### src/rtl/tcc_pkg.sv
`default_nettype none
package tcc_pkg;

  localparam int SAMPLE_W   = 16;
  localparam int XW         = SAMPLE_W + 1;        // sample minus offset
  localparam int ANGLE_FRAC = 7;
  localparam int ROLL_W     = 15;
  localparam int HEAD_W     = 16;
  localparam int PRESHIFT   = 30 - SAMPLE_W;
  localparam int ROOT_BITS  = 31;
  localparam int ANG_W      = 26;                  // Q16 degrees
  localparam int VW         = 32;                  // atan2 operands of roll, pitch, raw heading
  localparam int CS_W       = 33;                  // Q30 sine and cosine
  localparam int HW         = 53;                  // tilt heading operands
  localparam int RND_SHIFT  = 16 - ANGLE_FRAC;
  localparam int TABLE_LEN  = 24;
  localparam int QDEPTH     = 4;
  localparam int QPTR_W     = $clog2(QDEPTH);
  localparam int IDX_W      = 3;

  localparam logic signed [ANG_W-1:0] DEG90     = ANG_W'(90 * 65536);
  localparam logic signed [ANG_W-1:0] FULL_TURN = ANG_W'(360 << ANGLE_FRAC);
  localparam logic signed [ANG_W-1:0] DEG_HALF  = ANG_W'(1 << (RND_SHIFT - 1));

  // atan(2^-i) in Q16 degrees
  localparam logic signed [ANG_W-1:0] ATAN_Q16 [TABLE_LEN] = '{
    26'sd2949120, 26'sd1740967, 26'sd919879, 26'sd466945, 26'sd234379, 26'sd117304,
    26'sd58666, 26'sd29335, 26'sd14668, 26'sd7334, 26'sd3667, 26'sd1833,
    26'sd917, 26'sd458, 26'sd229, 26'sd115, 26'sd57, 26'sd29,
    26'sd14, 26'sd7, 26'sd4, 26'sd2, 26'sd1, 26'sd0
  };

  typedef enum logic [IDX_W-1:0] {
    REG_ACCEL_OFS_X = 3'd0,
    REG_ACCEL_OFS_Y = 3'd1,
    REG_ACCEL_OFS_Z = 3'd2,
    REG_MAG_OFS_X   = 3'd3,
    REG_MAG_OFS_Y   = 3'd4,
    REG_MAG_OFS_Z   = 3'd5
  } reg_idx_t;

  typedef logic signed [SAMPLE_W-1:0] sample_t;

  typedef struct packed {
    logic signed [XW-1:0] ax;
    logic signed [XW-1:0] ay;
    logic signed [XW-1:0] az;
    logic signed [XW-1:0] mx;
    logic signed [XW-1:0] my;
    logic signed [XW-1:0] mz;
  } axis_t;

  function automatic logic [63:0] cordic_gain(input int n);
    logic [63:0] g;
    g = 64'd1 << 60;
    for (int i = 0; i < n; i++) g = g + (g >> (2 * i));
    return g;
  endfunction

  function automatic logic [63:0] isqrt_const(input logic [63:0] v);
    logic [63:0] n;
    logic [63:0] r;
    logic [63:0] b;
    n = v;
    r = '0;
    b = 64'd1 << 62;
    for (int i = 0; i < 32; i++) begin
      if (n >= r + b) begin
        n = n - (r + b);
        r = (r >> 1) + b;
      end else begin
        r = r >> 1;
      end
      b = b >> 2;
    end
    return r;
  endfunction

  function automatic logic signed [ANG_W-1:0] clamp90(input logic signed [ANG_W-1:0] a);
    logic signed [ANG_W-1:0] r;
    r = a;
    if (a > DEG90) r = DEG90;
    else if (a < -DEG90) r = -DEG90;
    return r;
  endfunction

  // round half away from zero, Q16 degrees to output units
  function automatic logic signed [ANG_W-1:0] round_deg(input logic signed [ANG_W-1:0] z);
    logic signed [ANG_W-1:0] m;
    logic signed [ANG_W-1:0] q;
    m = (z < 0) ? -z : z;
    q = (m + DEG_HALF) >>> RND_SHIFT;
    return (z < 0) ? -q : q;
  endfunction

  function automatic logic [HEAD_W-1:0] wrap_heading(input logic signed [ANG_W-1:0] z);
    logic signed [ANG_W-1:0] h;
    h = round_deg(z);
    if (h < 0) h = h + FULL_TURN;
    else if (h >= FULL_TURN) h = h - FULL_TURN;
    return h[HEAD_W-1:0];
  endfunction

  function automatic logic signed [CS_W-1:0] round_q30(input logic signed [2*CS_W-1:0] p);
    logic signed [2*CS_W-1:0] m;
    logic signed [2*CS_W-1:0] q;
    logic signed [2*CS_W-1:0] r;
    m = (p < 0) ? -p : p;
    q = (m + (2*CS_W)'(64'd1 << 29)) >>> 30;
    r = (p < 0) ? -q : q;
    return r[CS_W-1:0];
  endfunction

endpackage
`default_nettype wire

### src/rtl/tcc_in_if.sv
`default_nettype none
interface tcc_in_if;
  import tcc_pkg::*;
  logic    valid;
  logic    ready;
  sample_t accel_x;
  sample_t accel_y;
  sample_t accel_z;
  sample_t mag_x;
  sample_t mag_y;
  sample_t mag_z;
  modport source (output valid, accel_x, accel_y, accel_z, mag_x, mag_y, mag_z,
                  input ready);
  modport sink   (input valid, accel_x, accel_y, accel_z, mag_x, mag_y, mag_z,
                  output ready);
endinterface
`default_nettype wire

### src/rtl/tcc_front.sv
`default_nettype none
module tcc_front (
  input  logic                          clk,
  input  logic                          rst,
  input  logic                          cfg_write,
  input  logic [tcc_pkg::IDX_W-1:0]     cfg_index,
  input  logic [tcc_pkg::SAMPLE_W-1:0]  cfg_data,
  tcc_in_if.sink                        sensor,
  output logic                          q_valid,
  input  logic                          q_pop,
  output tcc_pkg::axis_t                q_word
);
  import tcc_pkg::*;

  sample_t ofs_ax, ofs_ay, ofs_az, ofs_mx, ofs_my, ofs_mz;
  logic    fv;
  axis_t   fword;
  axis_t   qmem [QDEPTH];
  logic [QPTR_W-1:0] wr_ptr, rd_ptr;
  logic [QPTR_W:0]   count;
  logic    full, push, take;

  always_ff @(posedge clk) begin
    if (rst) begin
      ofs_ax <= '0;
      ofs_ay <= '0;
      ofs_az <= '0;
      ofs_mx <= '0;
      ofs_my <= '0;
      ofs_mz <= '0;
    end else if (cfg_write) begin
      case (cfg_index)
        REG_ACCEL_OFS_X: ofs_ax <= cfg_data;
        REG_ACCEL_OFS_Y: ofs_ay <= cfg_data;
        REG_ACCEL_OFS_Z: ofs_az <= cfg_data;
        REG_MAG_OFS_X:   ofs_mx <= cfg_data;
        REG_MAG_OFS_Y:   ofs_my <= cfg_data;
        REG_MAG_OFS_Z:   ofs_mz <= cfg_data;
        default: ;
      endcase
    end
  end

  assign full         = (count == (QPTR_W+1)'(QDEPTH));
  assign push         = fv && !full;
  assign sensor.ready = !fv || !full;
  assign take         = sensor.valid && sensor.ready;

  // remove offsets, flip accel y, z and mag z
  always_ff @(posedge clk) begin
    if (take) begin
      fword.ax <= XW'(sensor.accel_x) - XW'(ofs_ax);
      fword.ay <= XW'(ofs_ay) - XW'(sensor.accel_y);
      fword.az <= XW'(ofs_az) - XW'(sensor.accel_z);
      fword.mx <= XW'(sensor.mag_x) - XW'(ofs_mx);
      fword.my <= XW'(sensor.mag_y) - XW'(ofs_my);
      fword.mz <= XW'(ofs_mz) - XW'(sensor.mag_z);
    end
  end

  always_ff @(posedge clk) begin
    if (rst) begin
      fv <= 1'b0;
    end else if (take) begin
      fv <= 1'b1;
    end else if (push) begin
      fv <= 1'b0;
    end
  end

  always_ff @(posedge clk) begin
    if (push) qmem[wr_ptr] <= fword;
  end

  always_ff @(posedge clk) begin
    if (rst) begin
      wr_ptr <= '0;
      rd_ptr <= '0;
      count  <= '0;
    end else begin
      if (push) wr_ptr <= wr_ptr + 1'b1;
      if (q_pop) rd_ptr <= rd_ptr + 1'b1;
      count <= count + (QPTR_W+1)'(push) - (QPTR_W+1)'(q_pop);
    end
  end

  assign q_valid = (count != '0);
  assign q_word  = qmem[rd_ptr];

  a_count_bound: assert property (@(posedge clk) disable iff (rst)
    count <= (QPTR_W+1)'(QDEPTH))
    else $error("queue count beyond depth");
  a_push_count: assert property (@(posedge clk) disable iff (rst)
    push && !q_pop |=> count == $past(count) + 1'b1)
    else $error("queue count missed a push");
  a_front_hold: assert property (@(posedge clk) disable iff (rst)
    fv && full |=> fv && $stable(fword))
    else $error("front word lost while queue full");
endmodule
`default_nettype wire

### src/flat_wrapper.sv
// flat-port wrapper written by rule: the top's interface ports become plain ports
module tcc_front_flat import tcc_pkg::*;
  (clk, rst, cfg_write, cfg_index, cfg_data, q_valid, q_pop, q_word, sensor_valid, sensor_accel_x, sensor_accel_y, sensor_accel_z, sensor_mag_x, sensor_mag_y, sensor_mag_z, sensor_ready);
  tcc_in_if sensor_i ();
  input  logic clk;
  input  logic rst;
  input  logic cfg_write;
  input  logic [tcc_pkg::IDX_W-1:0] cfg_index;
  input  logic [tcc_pkg::SAMPLE_W-1:0] cfg_data;
  output logic q_valid;
  input  logic q_pop;
  output tcc_pkg::axis_t q_word;
  input wire logic [$bits(sensor_i.valid)-1:0] sensor_valid;
  input wire logic [$bits(sensor_i.accel_x)-1:0] sensor_accel_x;
  input wire logic [$bits(sensor_i.accel_y)-1:0] sensor_accel_y;
  input wire logic [$bits(sensor_i.accel_z)-1:0] sensor_accel_z;
  input wire logic [$bits(sensor_i.mag_x)-1:0] sensor_mag_x;
  input wire logic [$bits(sensor_i.mag_y)-1:0] sensor_mag_y;
  input wire logic [$bits(sensor_i.mag_z)-1:0] sensor_mag_z;
  output wire logic [$bits(sensor_i.ready)-1:0] sensor_ready;
  assign sensor_i.valid = sensor_valid;
  assign sensor_i.accel_x = sensor_accel_x;
  assign sensor_i.accel_y = sensor_accel_y;
  assign sensor_i.accel_z = sensor_accel_z;
  assign sensor_i.mag_x = sensor_mag_x;
  assign sensor_i.mag_y = sensor_mag_y;
  assign sensor_i.mag_z = sensor_mag_z;
  assign sensor_ready = sensor_i.ready;
  tcc_front u_core (.clk(clk), .rst(rst), .cfg_write(cfg_write), .cfg_index(cfg_index), .cfg_data(cfg_data), .sensor(sensor_i), .q_valid(q_valid), .q_pop(q_pop), .q_word(q_word));
endmodule
### config.mk
export PLATFORM = sky130hd
export DESIGN_NAME = tcc_front_flat
export DESIGN_NICKNAME = d
export VERILOG_FILES = /design/src/rtl/tcc_pkg.sv /design/src/rtl/tcc_in_if.sv /design/src/rtl/tcc_front.sv /design/src/flat_wrapper.sv
export SDC_FILE = /design/constraint.sdc
export NUM_CORES = 1
export LEC_CHECK = 0
export BUFFER_PORTS_ARGS = -buffer_cell sky130_fd_sc_hd__clkbuf_2
export CAP_MARGIN = 30
export CELL_PAD_IN_SITES_DETAIL_PLACEMENT = 1
export CELL_PAD_IN_SITES_GLOBAL_PLACEMENT = 1
export CORE_MARGIN = 3
export CORE_UTILIZATION = 41
export CTS_CLUSTER_SIZE = 12
export DETAILED_ROUTE_END_ITERATION = 8
export GPL_TIMING_DRIVEN = 0
export HOLD_SLACK_MARGIN = 0.06
export PLACE_DENSITY = 0.68
export SETUP_SLACK_MARGIN = 0.05
export SLEW_MARGIN = 40
export SYNTH_ARGS = -nofsm -noshare
export SYNTH_HDL_FRONTEND = slang
export SYNTH_SLANG_ARGS = --single-unit
### constraint.sdc
create_clock -name clk -period 19.8 [get_ports clk]
set_clock_uncertainty 0.2 [all_clocks]
set_input_delay 3.96 -clock clk [delete_from_list [all_inputs] [get_ports clk]]
set_output_delay 3.96 -clock clk [all_outputs]
set_load 0.01 [all_outputs]
==> qor.yml <==
status: "finished, final reports clean"
globalRouteOverflowTotal: 0
max_slew.worst_pin.slew_ps: 764
clkSlewWorstSetupHoldPaths_ps: 60
power.static_leakage_nw: 11.1
grt_antenna_before_repair: 5
cell_internal_pwr_mw: 2.38
post_cts.resized_instances: 0
grt_setup_unrepaired: "false"
grt_pass1_wl_um: 102000
worst_path_most_repeated_cell: "sky130_fd_sc_hd__clkbuf_2"
die_x_um: 260
power_per_cell_area_nw_per_um2: 101
synth.cell_area_sq_um: 26400
sequentialPowerShare: 0.492
routedWlPerCell_um: 22.1
grt_util_all_layers: 0.201
clockPowerShare: 0.392
ys.flop_type: "sky130_fd_sc_hd__edfxtp_1"
post-cts-setup-buffer-count: 0
wirelength_um: 67600
number_of_synthesized_flops_with_an_enable_pin: 510
power.ir.vdd_worst_v: 0.0000805
htree_num_levels: 3
max-clock-path-buffers: 3
max_freq_mhz: 146
finalWeightedCongestion: 0.820
dpl.cell_count: 2933
synth_top_family_by_area: "multiplexers"
dpl_cell_area_sq_um: 29000
die_height_um: 260
final_max_slew_viol_count: 0
start_util: 0.416
nNetsFinal: 2388
syn-num-nets: 2076
final_area_sq_um: 31100
core-area_sq_um: 63400
hold_path.class: "reg2reg"
timing.max_slew.rel_slack: 0.491
synth-seq-cells: 616
crit_fanout: 10
cp.required_ps: 15640
numPortBuffers: 221
cpPeakStageDelay_ps: 600
areaGrowthSynthToFinish_pct: 18.0
tritoncts: "built"
post_synth_inst_count: 1847
synth_seq_area_share: 0.660
startpoint_type: "flop"
share_of_the_synthesized_area_in_the_top_cell_type: 0.580
rr_startpoint: "u_core.ofs_mz[0]"
drc: 0
synth.lib_cells_used.distinct: 58
hold_path_startpoint: "u_core.ofs_ax[7]"
pre_cts_slack_ps: 13260
hpwl_um: 48700
min_period_over_period: 0.346
comb_power_share: 0.116
synth_top_area_cell: "sky130_fd_sc_hd__edfxtp_1"
final_antenna_net_count: 0
synth_xor_xnor_area_share: 0.0232
setup.worst_path.end_class: "primary output"
clock_latency_reported_for_the_late_side_of_the_worst_skew_pair_ps: 590
timing.max_cap.violations: 0
setup_viol_count_final: 0
synth-warning-count: 0
synth-compound-area-share: 0.0766
grt_start_max_net_pins: 33
firstDrtPassIters: 4
holdBufCountCts: 0
critPathKind: "reg2out"
fin_crit_period_ps: 6850
hold_violations: 0
fp.dieArea_sq_um: 67500
cts.sinks: 616
detail_route.vias_per_cell: 5.28
crit_chain: "clkbuf_2, buf_2, mux4_2, clkbuf_2"
drt_first_iter_violations: 848
synth.mux.area_fraction: 0.0882
clock-root-buffer: "sky130_fd_sc_hd__clkbuf_16"
final_layout_size_suffix_gt1_frac: 0.211
async_flop_share: 0
via_count: 16100
synth_top_cells_by_area: "sky130_fd_sc_hd__edfxtp_1 (58%), sky130_fd_sc_hd__mux4_2 (8.7%), sky130_fd_sc_hd__dfxtp_1 (8.0%), sky130_fd_sc_hd__ha_1 (4.8%), sky130_fd_sc_hd__nand2_1 (3.4%)"
power.net_switching_mw: 0.753
final_critical_path_setup_slack_ps: 12950
stdcell_count: 3059
synthAdderAreaFrac: 0.0536
setup-tns-final_ps: 0
row_count: 92
avgSynthCellArea_sq_um: 14.3
num_io_pins: 224
numCtsBuffers: 70
critical_path.slowest_cell: "sky130_fd_sc_hd__mux4_2"
power.share.switching: 0.240
synth_simple_gate_area_share: 0.0691
worst_ep_arrival_time_ps: 2690
vias_in_the_first_global_route: 17500
layout make-up:
type,count,area [sq um]
inverters,143,537
multi-input cells,1032,8230
well taps,846,1060
fillers,6374,32300
repair buffers,240,1460
clock buffers,91,1920
plain buffers,56,228
flip-flops and latches,616,17400
diodes,3,7.51
clock inverters,32,258
metrics by stage:
stage	power [mW]	hold slack, ps	utilization
6_report	3.13	254	0.491
5_1_grt	3.26	269	0.491
2_1_floorplan	1.78	236	-
3_5_place_dp	1.94	249	0.456
3_3_place_gp	1.93	242	0.450
4_1_cts	3.18	257	0.491
cells in the final DEF (no fill, tap or decap), types with 8 or more instances in the layout:
cell	instances
sky130_fd_sc_hd__mux4_2	102
sky130_fd_sc_hd__nand2_1	241
sky130_fd_sc_hd__o21a_1	21
sky130_fd_sc_hd__o31a_1	10
sky130_fd_sc_hd__a21oi_1	157
sky130_fd_sc_hd__buf_2	11
sky130_fd_sc_hd__a211oi_1	8
sky130_fd_sc_hd__and3_1	9
sky130_fd_sc_hd__nor2_1	67
sky130_fd_sc_hd__clkinv_1	10
sky130_fd_sc_hd__edfxtp_1	510
sky130_fd_sc_hd__clkinv_2	10
sky130_fd_sc_hd__a21o_1	20
sky130_fd_sc_hd__dfxtp_1	106
sky130_fd_sc_hd__a31oi_1	15
sky130_fd_sc_hd__clkbuf_2	224
sky130_fd_sc_hd__o21ai_0	39
sky130_fd_sc_hd__buf_12	12
sky130_fd_sc_hd__clkbuf_1	52
sky130_fd_sc_hd__clkbuf_16	73
sky130_fd_sc_hd__nor3_1	15
sky130_fd_sc_hd__inv_1	143
sky130_fd_sc_hd__xnor2_1	49
sky130_fd_sc_hd__ha_1	102
sky130_fd_sc_hd__nand3_1	19
sky130_fd_sc_hd__xor2_1	21
sky130_fd_sc_hd__nor2b_1	24
registers in the layout, summed over array words and instances, names as in the netlist, named ones only:
signal and count:
u_core.count 3, u_core.fv 1, u_core.fword 102, u_core.ofs_ax 16, u_core.ofs_ay 16, u_core.ofs_az 16
u_core.ofs_mx 16, u_core.ofs_my 16, u_core.ofs_mz 16, u_core.qmem 408, u_core.rd_ptr 2, u_core.wr_ptr 2
critical path: cells and delay by family, from the launching register on:
kind | cells | cell delay [ps]
buffers and inverters | 3 | 1140
DFF | 1 | 350
muxes | 1 | 600
path summary, 6_finish.rpt:
path                            slack (ps)  depth (start not counted)          endpoint
worst min-delay path                   250                          2  u_core.ofs_ax[7]
worst max-delay path                 12950                          4        q_word[23]
worst min register to register         250                          2  u_core.ofs_ax[7]
worst max register to register       16970                          9  u_core.fword[16]
kinds of logic after synthesis:
family	Yosys count
AOI/OAI and AO/OA	331
adders and majority gates	109
buffers and inverters	199
muxes	105
xor gates and xnor gates	70
and+or+nand+nor	417
DFF	616
power by group through the flow:
stage / clock network [mW] / logic [mW] / registers [mW]
floorplan: 0 / 0.220 / 1.56
global placement: 0 / 0.348 / 1.58
detailed placement: 0 / 0.369 / 1.57
CTS: 1.26 / 0.371 / 1.54
global route: 1.31 / 0.398 / 1.55
finish: 1.23 / 0.362 / 1.54
synth_stat cells, drive strengths merged, types with 7 or more instances:
library cell and instances:
a21boi 8, a21o 20, o21a 21, nor2 67, a211oi 8, and2 10
mux4 102, nor2b 25, inv 143, xnor2 49, nand3 19, nand2 241
xor2 21, a21oi 157, clkbuf 40, o31a 10, o31ai 7, ha 102
and3 9, fa 7, nor3 15, o21ai 43, edfxtp 510, buf 16
a31oi 16, dfxtp 106, o21bai 7
per-layer routing:
| layer | up-vias | part of all wire | track usage |
|---|---|---|---|
| met5 | - | 0.00059 | 0 |
| met4 | 4 | 0.026 | 0.0589 |
| met3 | 110 | 0.040 | 0.0360 |
| met2 | 350 | 0.49 | 0.341 |
| met1 | 8172 | 0.44 | 0.266 |
| li1 | 7506 | - | - |
Power figures use the tool's default switching activity.
